===== src/aewq_pkg.sv =====
// Package for the event waiter queue: transaction structs, command and
// outcome codes, register indexes and the control struct of the queue cells.
// No dependencies.
`default_nettype none

package aewq_pkg;

  localparam int unsigned IdW    = 8;
  localparam int unsigned OutCntW = 5;

  typedef enum logic [1:0] {
    CMD_WAIT   = 2'd0,
    CMD_CANCEL = 2'd1,
    CMD_SET    = 2'd2,
    CMD_RESET  = 2'd3
  } cmd_e;

  typedef enum logic [1:0] {
    OC_NONE      = 2'd0,
    OC_SUCCESS   = 2'd1,
    OC_CANCELLED = 2'd2,
    OC_FULL      = 2'd3
  } outcome_e;

  localparam logic REG_MANUAL_MODE = 1'b0;
  localparam logic REG_INIT_SIG    = 1'b1;

  typedef struct packed {
    logic [1:0]     command;
    logic [IdW-1:0] waiter_id;
  } in_t;

  typedef struct packed {
    logic [1:0]         outcome;
    logic [IdW-1:0]     completed_id;
    logic               is_signaled;
    logic [OutCntW-1:0] waiter_count;
    logic               last_result;
  } out_t;

  // Per-cycle orders broadcast to every queue cell
  typedef struct packed {
    logic           capture;
    logic           push;
    logic           pop;
    logic           cancel;
    logic [IdW-1:0] key;
  } cell_ctl_t;

endpackage

`default_nettype wire


===== src/async_event_waiter_queue.sv =====
// Top level of the event waiter queue: command sequencer, signaled flag,
// output register and a row of aewq_cell slots. Depends on aewq_pkg.
//
//  channel  | handshake               | payload
//  ---------+-------------------------+--------------------------
//  in       | in_valid_i / in_ready_o | in_data_i   (in_t)
//  out      | out_valid_o/ out_ready_i| out_data_o  (out_t)
//  cfg      | cfg_we_i                | cfg_idx_i, cfg_data_i
//
// A command is first accepted (cells register their id compare), then
// executed into the output register. A manual-mode set releases its waiters
// with one head pop per cycle through the cells, while the output register is free.
// Execution waits while the output register holds an untaken result.
// Reset empties the queue and clears the flag and the mode register.
`default_nettype none

module async_event_waiter_queue
  import aewq_pkg::*;
#(
  parameter int unsigned QUEUE_DEPTH = 16
) (
  input  wire logic clk_i,
  input  wire logic rst_ni,
  input  wire logic in_valid_i,
  output logic      in_ready_o,
  input  wire in_t  in_data_i,
  output logic      out_valid_o,
  input  wire logic out_ready_i,
  output out_t      out_data_o,
  input  wire logic cfg_we_i,
  input  wire logic cfg_idx_i,
  input  wire logic cfg_data_i
);

  localparam int unsigned CntW = $clog2(QUEUE_DEPTH + 1);

  localparam logic [1:0] S_IDLE = 2'd0;
  localparam logic [1:0] S_EXEC = 2'd1;
  localparam logic [1:0] S_REL  = 2'd2;

  logic [1:0]      state_q, state_d;
  logic [1:0]      cmd_q;
  logic [IdW-1:0]  id_q;
  logic            manual_q;
  logic            flag_q, flag_d;
  logic [CntW-1:0] count_q, count_d;
  logic            out_valid_q, out_valid_d;
  out_t            out_q, out_d;
  logic            out_free;
  cell_ctl_t       ctl;

  logic [QUEUE_DEPTH:0] occ_w;
  logic [QUEUE_DEPTH:0] found_w;
  logic [IdW-1:0]       id_w [QUEUE_DEPTH+1];
  logic                 found_any;
  logic                 q_full, q_empty;

  assign occ_w[QUEUE_DEPTH] = 1'b0;
  assign id_w[QUEUE_DEPTH]  = '0;
  assign found_w[0]         = 1'b0;
  assign found_any          = found_w[QUEUE_DEPTH];

  for (genvar i = 0; i < QUEUE_DEPTH; i++) begin : g_cell
    logic prv_occ;
    if (i == 0) begin : g_head
      assign prv_occ = 1'b1;
    end else begin : g_body
      assign prv_occ = occ_w[i-1];
    end
    aewq_cell u_cell (
      .clk_i     (clk_i),
      .rst_ni    (rst_ni),
      .ctl_i     (ctl),
      .prv_occ_i (prv_occ),
      .nxt_occ_i (occ_w[i+1]),
      .nxt_id_i  (id_w[i+1]),
      .found_i   (found_w[i]),
      .found_o   (found_w[i+1]),
      .occ_o     (occ_w[i]),
      .id_o      (id_w[i])
    );
  end

  assign in_ready_o = (state_q == S_IDLE);
  assign out_free   = !out_valid_q || out_ready_i;
  assign q_full     = (count_q == CntW'(QUEUE_DEPTH));
  assign q_empty    = (count_q == '0);

  function automatic logic [OutCntW-1:0] trim_cnt(input logic [CntW-1:0] c);
    logic [CntW+OutCntW-1:0] wide;
    wide = {{OutCntW{1'b0}}, c};
    return wide[OutCntW-1:0];
  endfunction

  always_comb begin
    state_d     = state_q;
    flag_d      = flag_q;
    count_d     = count_q;
    out_valid_d = out_valid_q && !out_ready_i;
    out_d       = out_q;
    ctl         = '0;
    ctl.key     = (state_q == S_IDLE) ? in_data_i.waiter_id : id_q;
    ctl.capture = (state_q == S_IDLE) && in_valid_i;

    unique case (state_q)
      S_IDLE: begin
        if (in_valid_i) begin
          state_d = S_EXEC;
        end
      end
      S_EXEC: begin
        if (out_free) begin
          out_d.outcome      = OC_NONE;
          out_d.completed_id = '0;
          out_d.last_result  = 1'b1;
          state_d            = S_IDLE;
          case (cmd_q)
            CMD_WAIT: begin
              if (flag_q) begin
                flag_d             = manual_q;
                out_d.outcome      = OC_SUCCESS;
                out_d.completed_id = id_q;
              end else if (q_full) begin
                out_d.outcome      = OC_FULL;
                out_d.completed_id = id_q;
              end else begin
                ctl.push = 1'b1;
                count_d  = count_q + CntW'(1);
              end
            end
            CMD_CANCEL: begin
              ctl.cancel = 1'b1;
              if (found_any) begin
                count_d            = count_q - CntW'(1);
                out_d.outcome      = OC_CANCELLED;
                out_d.completed_id = id_q;
              end
            end
            CMD_SET: begin
              if (!flag_q) begin
                if (q_empty) begin
                  flag_d = 1'b1;
                end else begin
                  ctl.pop            = 1'b1;
                  out_d.outcome      = OC_SUCCESS;
                  out_d.completed_id = id_w[0];
                  if (manual_q) begin
                    // release the whole queue, head first
                    flag_d            = 1'b1;
                    count_d           = count_q - CntW'(1);
                    out_d.last_result = (count_q == CntW'(1));
                    if (count_q != CntW'(1)) begin
                      state_d = S_REL;
                    end
                  end else begin
                    count_d = count_q - CntW'(1);
                  end
                end
              end
            end
            default: begin
              flag_d = 1'b0;
            end
          endcase
          // manual release reports the empty queue on every result
          out_d.is_signaled  = flag_d;
          out_d.waiter_count = (manual_q && cmd_q == CMD_SET && !flag_q)
                               ? '0 : trim_cnt(count_d);
          out_valid_d        = 1'b1;
        end
      end
      S_REL: begin
        if (out_free) begin
          ctl.pop            = 1'b1;
          count_d            = count_q - CntW'(1);
          out_d.outcome      = OC_SUCCESS;
          out_d.completed_id = id_w[0];
          out_d.is_signaled  = flag_q;
          out_d.waiter_count = '0;
          out_d.last_result  = (count_q == CntW'(1));
          out_valid_d        = 1'b1;
          if (count_q == CntW'(1)) begin
            state_d = S_IDLE;
          end
        end
      end
      default: begin
        state_d = S_IDLE;
      end
    endcase
  end

  always_ff @(posedge clk_i or negedge rst_ni) begin
    if (!rst_ni) begin
      state_q     <= S_IDLE;
      manual_q    <= 1'b0;
      flag_q      <= 1'b0;
      count_q     <= '0;
      out_valid_q <= 1'b0;
    end else begin
      state_q     <= state_d;
      count_q     <= count_d;
      out_valid_q <= out_valid_d;
      // a write of the initial value loads the flag at once
      if (cfg_we_i && cfg_idx_i == REG_INIT_SIG) begin
        flag_q <= cfg_data_i;
      end else begin
        flag_q <= flag_d;
      end
      if (cfg_we_i && cfg_idx_i == REG_MANUAL_MODE) begin
        manual_q <= cfg_data_i;
      end
    end
  end

  always_ff @(posedge clk_i) begin
    out_q <= out_d;
    if (ctl.capture) begin
      cmd_q <= in_data_i.command;
      id_q  <= in_data_i.waiter_id;
    end
  end

  assign out_valid_o = out_valid_q;
  assign out_data_o  = out_q;

endmodule

`default_nettype wire


===== src/aewq_cell.sv =====
// One slot of the waiter queue: holds an id and an occupancy bit, takes its
// upper neighbour's contents on a shift. Depends on aewq_pkg.
`default_nettype none

module aewq_cell
  import aewq_pkg::*;
(
  input  wire logic           clk_i,
  input  wire logic           rst_ni,
  input  wire cell_ctl_t      ctl_i,
  input  wire logic           prv_occ_i,
  input  wire logic           nxt_occ_i,
  input  wire logic [IdW-1:0] nxt_id_i,
  input  wire logic           found_i,
  output logic                found_o,
  output logic                occ_o,
  output logic [IdW-1:0]      id_o
);

  logic           occ_q, occ_d;
  logic [IdW-1:0] id_q, id_d;
  logic           match_q;
  logic           shift;

  // found_o: this cell or an older one holds the oldest match
  assign found_o = found_i | match_q;
  assign shift   = ctl_i.pop | (ctl_i.cancel & found_o);

  always_comb begin
    occ_d = occ_q;
    id_d  = id_q;
    if (shift) begin
      occ_d = nxt_occ_i;
      id_d  = nxt_id_i;
    end else if (ctl_i.push && !occ_q && prv_occ_i) begin
      occ_d = 1'b1;
      id_d  = ctl_i.key;
    end
  end

  always_ff @(posedge clk_i or negedge rst_ni) begin
    if (!rst_ni) begin
      occ_q   <= 1'b0;
      match_q <= 1'b0;
    end else begin
      occ_q <= occ_d;
      if (ctl_i.capture) begin
        match_q <= occ_q && (id_q == ctl_i.key);
      end
    end
  end

  always_ff @(posedge clk_i) begin
    id_q <= id_d;
  end

  assign occ_o = occ_q;
  assign id_o  = id_q;

endmodule

`default_nettype wire

===== config.mk =====
export PLATFORM = sky130hd
export DESIGN_NAME = async_event_waiter_queue
export DESIGN_NICKNAME = d
export VERILOG_FILES = /design/src/aewq_pkg.sv /design/src/async_event_waiter_queue.sv /design/src/aewq_cell.sv
export SDC_FILE = /design/constraint.sdc
export NUM_CORES = 1
export LEC_CHECK = 0
export ABC_AREA = 1
export ABC_CLOCK_PERIOD_IN_PS = 5240
export BUFFER_PORTS_ARGS = -buffer_cell sky130_fd_sc_hd__buf_2
export CAP_MARGIN = 5
export CELL_PAD_IN_SITES_DETAIL_PLACEMENT = 0
export CELL_PAD_IN_SITES_GLOBAL_PLACEMENT = 1
export CORE_ASPECT_RATIO = 1.4
export CORE_MARGIN = 5
export CORE_UTILIZATION = 40
export CTS_CLUSTER_DIAMETER = 60
export CTS_CLUSTER_SIZE = 8
export DETAILED_ROUTE_END_ITERATION = 7
export GPL_TIMING_DRIVEN = 1
export PLACE_DENSITY = 0.68
export SLEW_MARGIN = 20
export SYNTH_ARGS = -nofsm -noshare
export SYNTH_HDL_FRONTEND = slang
export SYNTH_SLANG_ARGS = --single-unit

===== constraint.sdc =====
create_clock -name clk_i -period 5.24 [get_ports clk_i]
set_clock_uncertainty 0.2 [all_clocks]
set_input_delay 0.524 -clock clk_i [delete_from_list [all_inputs] [get_ports clk_i]]
set_output_delay 0.524 -clock clk_i [all_outputs]
set_load 0.05 [all_outputs]

# Word-level counts from Yosys, hierarchy flattened
# Index checks and enable logic that the tools add are counted.
[totals] word_cells=354 ff_bits=197 out_inout_bits=19 in_bits=17
[classes] mux=118 n_bitwise=48 n_addsub=2 n_reduce_logical=99 eq_ne=27
[op_table] cell="8-bit two-way mux" count=31
[op_table] cell="8-bit equality test" count=16
[op_table] cell="1-bit two-way mux" count=55
[op_table] cell="1-bit logical AND" count=53
[op_table] cell="5-bit two-way mux" count=8
[op_table] cell="2-bit nonzero test" count=19
[op_table] cell="17-bit two-way mux" count=2
[op_table] cell="17-bit one-hot mux with 2 select lines" count=1
[op_table] cell="1-bit bitwise OR" count=31
[op_table] cell="10-bit two-way mux" count=3
[op_table] cell="10-bit one-hot mux with 3 select lines" count=1
[op_table] cell="1-bit zero test" count=19
[op_table] cell="2-bit two-way mux" count=9
[op_table] cell="9-bit two-way mux" count=2
[op_table] cell="1-bit bitwise AND" count=16
[op_table] cell="5-bit one-hot mux with 3 select lines" count=1
[op_table] cell="5-bit one-hot mux with 2 select lines" count=1
[op_table] cell="2-bit inequality test, second input constant" count=4
[op_table] cell="2-bit one-hot mux with 3 select lines" count=1
[op_table] cell="5-bit by 1-bit adder with 5-bit output, second input constant" count=1
[op_table] cell="5-bit by 1-bit equality test with 1-bit output, second input constant" count=1
[op_table] cell="5-bit equality test, second input constant" count=1
[op_table] cell="5-bit zero test" count=1
[op_table] cell="5-bit by 1-bit inequality test with 1-bit output, second input constant" count=1
[op_table] cell="13 further kinds" count=16

# Longest topological paths before layout
[logic_depth] ltp_word=20 depth_mapped=15 mapped_depth_nobuf=15

# By module
# Synthesis repeated with hierarchy kept, for this count alone.
[hier_totals] hier_cells=1485 area_unflattened_um2=12157.9
[modules_own_cells] mod="aewq_cell (g_cell[10].u_cell ...)" area_per_inst_um2=619.3 seq_area_each_um2=290.3 cells_per_inst=75 n_inst=15
[modules_own_cells] mod="async_event_waiter_queue" area_per_inst_um2=2247.2 seq_area_each_um2=1061.0 cells_per_inst=284 n_inst=1
[modules_own_cells] mod="aewq_cell (g_cell[0].u_cell)" area_per_inst_um2=620.6 seq_area_each_um2=290.3 cells_per_inst=76 n_inst=1

# Least setup slack after synthesis
# Ideal clock, no wire load.
[synth_path] kind="register -> register" startpoint="register state_q[0]" endpoint="register g_cell[11].u_cell.match_q" path_slack_ns=2.539 arrival_time_ns=2.390 period_less_slack_ns=2.701 n_path_buf=2 t_required_ns=4.930 path_stages_with_launch=11 setup_time_ns=0.110 path_cell_list="dfrtp_1 inv_1 ha_1 inv_2 buf_2 o21ai_2 buf_2 o22ai_1 a221oi_1 nand3_1 o41ai_1"
[synth_via] elab_chain_len=4 elab_cells_between_ends=5 classes_between="1 x eq/ne; 1 x mux; 3 x reduce/logical"
[synth_rtl] element="start, declared" line="async_event_waiter_queue.sv:41" text="logic [1:0] state_q, state_d;"
[synth_rtl] element="start signal, assigned" line="async_event_waiter_queue.sv:201" text="state_q <= state_d;"
[synth_rtl] element="2-bit zero test (*)"
[synth_rtl] element="net in_ready_o" line="async_event_waiter_queue.sv:25" text="output logic in_ready_o,"
[synth_rtl] element="8-bit two-way mux" line="async_event_waiter_queue.sv:102" text="ctl.key = (state_q == S_IDLE) ? in_data_i.waiter_id : id_q;"
[synth_rtl] element="8-bit equality test" line="aewq_cell.sv:48" text="match_q <= occ_q && (id_q == ctl_i.key);"
[synth_rtl] element="1-bit logical AND" line="aewq_cell.sv:48"
[synth_rtl] element="end signal, assigned" line="aewq_cell.sv:48"
[synth_rtl] element="end, declared" line="aewq_cell.sv:22" text="logic match_q;"
# The timed path passes the listed nets; every way through them passes the cells marked *.
# A chain may end at the register's enable or synchronous reset.

# Worst setup path in the final report
[layout_path] startpoint="register state_q[0]" endpoint="register g_cell[3].u_cell.id_q[0] (enable)"
[layout_via] elab_chain_len=5 elab_cells_between_ends=10 classes_between="2 x eq/ne; 3 x mux; 2 x bitwise; 3 x reduce/logical"
[layout_rtl] element="2-bit by 1-bit equality test with 1-bit output" line="async_event_waiter_queue.sv:105" text="unique case (state_q)"
[layout_rtl] element="1-bit two-way mux" line="async_event_waiter_queue.sv:105"
[layout_rtl] element="1-bit bitwise AND / 1-bit logical AND (equally long branches)" line="aewq_cell.sv:27, aewq_cell.sv:35"
[layout_rtl] element="1-bit bitwise OR / 1-bit logical AND (equally long branches)" line="aewq_cell.sv:27, aewq_cell.sv:35"
[layout_rtl] element="2-bit nonzero test (no source line) (*)"
[layout_rtl] element="end signal, assigned" line="aewq_cell.sv:54" text="id_q <= id_d;"
[layout_rtl] element="end, declared" line="aewq_cell.sv:21" text="logic [IdW-1:0] id_q, id_d;"
# Mark *: on every way between the ends. The rest lies on a longest branch, timed or not.

==> summary.txt <==
STA
  – Final min period: 3640 ps
  – Relative slew slack: 36.1%
  – Max Clk Rate: 275 MHz
  – Final setup viols: 0
  – Worst-margin pin slew: 954 ps
  – Fin crit share: 69.5%
  – Final hold violations: 3
  – Hold_ws: -9.30 ps
  – Pins Over Slew Limit: 0
  – TNS Setup: 0 ps
  – RSZ-0062 raised after global routing: false

Worst setup path
  – CP Launch Type: register
  – Data required time of the worst path: 5160 ps
  – CP Cell Sequence: inv_1 > ha_1 > clkinv_1 > buf_4 > a211oi_1 > o21ai_4 > inv_2 > a21oi_4 > inv_1 > a31oi_1 > inv_1
  – Crit-path max cell delay: 660 ps
  – Critical-path top delay cell: ha_1
  – Delay-heaviest family, CP: buffers and inverters
  – R2r setup slk: 1600 ps
  – CP Capture Type: register
  – Buf/Inv on CP: 6
  – Most frequent CP cell: inv_1
  – CP Class: register to register
  – Reg2Reg Depth: 11
  – Worst r2r src: state_q[0]$_DFFE_PN0P_
  – Largest fanout on the critical path: 19
  – CP arrival: 3560 ps
  – R2r endpoint: g_cell[3].u_cell.id_o[0]$_DFFE_PP_

Global routing
  – GRT overflow: 0
  – Initial antenna violation count: 0
  – Largest net degree at the start of global routing: 43
  – First-pass GRT wire length: 45800 um
  – GRT Overall Usage: 19.8%
  – Number of global-route vias before repair: 7977

Logic synthesis
  – Post-synth EDFFs: 147
  – Top post-synthesis cells by area: edfxtp_1 (42%), dfrtp_1 (10%), nand2_1 (8.8%)
  – Synth Cell Area: 0.0105 mm2
  – Synth cell types: 46
  – Sequential fraction of the synthesis area: 53.6%
  – Syn Area/Cell: 9.49 um2
  – Most common cell in the netlist: nand2_1
  – Syn Inst Count: 1107
  – Syn nets: 1130
  – Most frequent cells after synthesis: nand2_1 (247), edfxtp_1 (147), o21ai_0 (126)
  – Synthesis-stage register bit count: 197
  – Synth area leader: edfxtp_1
  – Top FF cell, synth: edfxtp_1
  – Share of the synthesized area in the top cell type: 42.0%
  – Synth async-reset ratio: 21.3%
  – Yosys warning count: 0

Clock tree
  – Worst skew pair latency: 450 ps
  – Post-CTS Hold Buffers: 0
  – H-tree levels: 4
  – Root buf cell: clkbuf_16
  – Clock-pin slew of the registers on the worst-case setup and hold paths: 70 ps
  – Clock Sink Count: 197
  – Setup bufs post-CTS: 0
  – Total CTS buffers: 17
  – # resized after CTS: 0
  – CTS tree: done
  – Bufs on Longest Clock Path: 2

Route
  – Drt pass-1 iters: 5
  – Wire per inst: 19.9 um
  – Vias: 8049
  – WL met1: 12700 um
  – Met2 WL: 14800 um
  – DR top layer: met4
  – Met3 wire length: 1110 um
  – DRT iter0 DRCs: 519
  – Final ANT Viol Nets: 0
  – Via-to-Cell Ratio: 5.51
  – DRT Wirelength: 29100 um
  – # DRC: 0

Hold path
  – Worst min-delay path class: input port to async pin

Floorplanning
  – Die Height: 202 um
  – Die area: 0.0296 mm2
  – Row Count: 70
  – Total I/O pin count: 36
  – Horiz. Die Dim: 147 um
  – Core area: 0.0260 mm2
  – Initial core utilization: 40.4%

Placement
  – Placed cell count: 1429
  – GPL Wtd Cong: 0.837
  – Detailed-placement wirelength estimate: 20100 um
  – IO Port Bufs: 35

Power and ir drop
  – Lkg Pwr: 0.00440 uW
  – Final Total Pwr: 6600 uW
  – Worst IR Drop VDD: 0.000189 V
  – PD cells: 571 mW/mm2

Run
  – MaxCap Viol Count: 0

Layout
  – ANT cells: 0
  – Area Growth Syn to Fin: 10.0%
  – Fillers: 2564
  – Final cell count without fillers: 1461
  – Share of cells above drive strength 1: 11.8%
  – Final net count: 1147

Status
  – Run status: finished with violations
  – Failing checks: negative hold slack
==> logic make-up (layout without fill, tap and decap cells) <==
| group | Yosys count | after routing | synth area share [%] |
|---|---|---|---|
| compound gates | 322 | 322 | 19.4 |
| xor+xnor | 58 | 58 | 4.84 |
| fa+ha+maj | 6 | 6 | 0.715 |
| buf+inv | 172 | 202 | 6.67 |
| flops | 197 | 197 | 53.6 |
| simple gates | 352 | 352 | 14.8 |
==> cell usage in the layout, fill, tap and decap left out, types with 17 or more instances in the layout <==
cell,synthesis,routed
xnor2_1,25,25
a221oi_1,19,19
clkbuf_16,0,17
o22ai_1,42,42
a21oi_1,34,34
nand2_1,247,247
inv_1,107,107
xor2_1,33,33
edfxtp_1,147,147
nor2_1,29,28
a31oi_1,18,18
nand3_1,34,34
dfrtp_1,42,42
o21ai_0,126,125
buf_2,23,35
==> metal layers <==
metal,GRT usage (%),vias to the layer above
li1,-,3950
met1,25.2,3885
met2,34.7,193
met3,3.27,21
met4,5.83,0
met5,0,-
==> where the power goes <==
part / leakage [uW] / total, uW / switching, uW / internal, uW
sequential: 0.00190 / 2400 / 204 / 2190
combinational: 0.00225 / 2960 / 2110 / 850
clock: 0.000259 / 1250 / 620 / 631
==> area by class of cell <==
cell class,instances,area [um2],area share (%)
tap,324,405,3.51
multi-input combinational,738,4240,36.7
inverter,119,447,3.87
clock buffer,20,447,3.87
sequential,197,5630,48.7
timing repair buffer,51,295,2.56
clock inverter,12,97.6,0.845
==> worst max path at each step <==
| stage | startpoint | to | slack, ps | cells after the start |
|---|---|---|---|---|
| finish | state_q[0]$_DFFE_PN0P_ | g_cell[3].u_cell.id_o[0]$_DFFE_PP_ | 1600 | 11 |
| global route | state_q[0]$_DFFE_PN0P_ | g_cell[3].u_cell.id_o[3]$_DFFE_PP_ | 1330 | 11 |
| CTS | state_q[0]$_DFFE_PN0P_ | g_cell[3].u_cell.id_o[0]$_DFFE_PP_ | 1580 | 11 |
| detailed placement | state_q[0]$_DFFE_PN0P_ | g_cell[3].u_cell.id_o[3]$_DFFE_PP_ | 1580 | 11 |
| global placement | state_q[0]$_DFFE_PN0P_ | g_cell[3].u_cell.id_o[0]$_DFFE_PP_ | 1670 | 11 |
| floorplan | state_q[0]$_DFFE_PN0P_ | g_cell[11].u_cell.match_q$_DFFE_PN0P_ | 2540 | 10 |
==> registers in the layout, indices dropped and copies added (netlist names) <==
signal / count
cmd_q: 2
state_q: 2
count_q: 5
out_data_o: 17
g_cell.u_cell.match_q: 16
g_cell.u_cell.occ_o: 16
manual_q: 1
flag_q: 1
g_cell.u_cell.id_o: 128
out_valid_o: 1
id_q: 8
==> per-stage QoR <==
step	setup WS (ps)	hold slack (ps)	util, %	instance area (um2)
4_1_cts	1580	12.4	44.4	11600
3_3_place_gp	1670	283	42.3	11000
3_5_place_dp	1580	293	42.3	11000
2_1_floorplan	2540	28.4	-	10500
5_1_grt	1330	41.2	44.4	11600
6_report	1600	-9.30	44.4	11600
(Power assumes the default switching activity.)
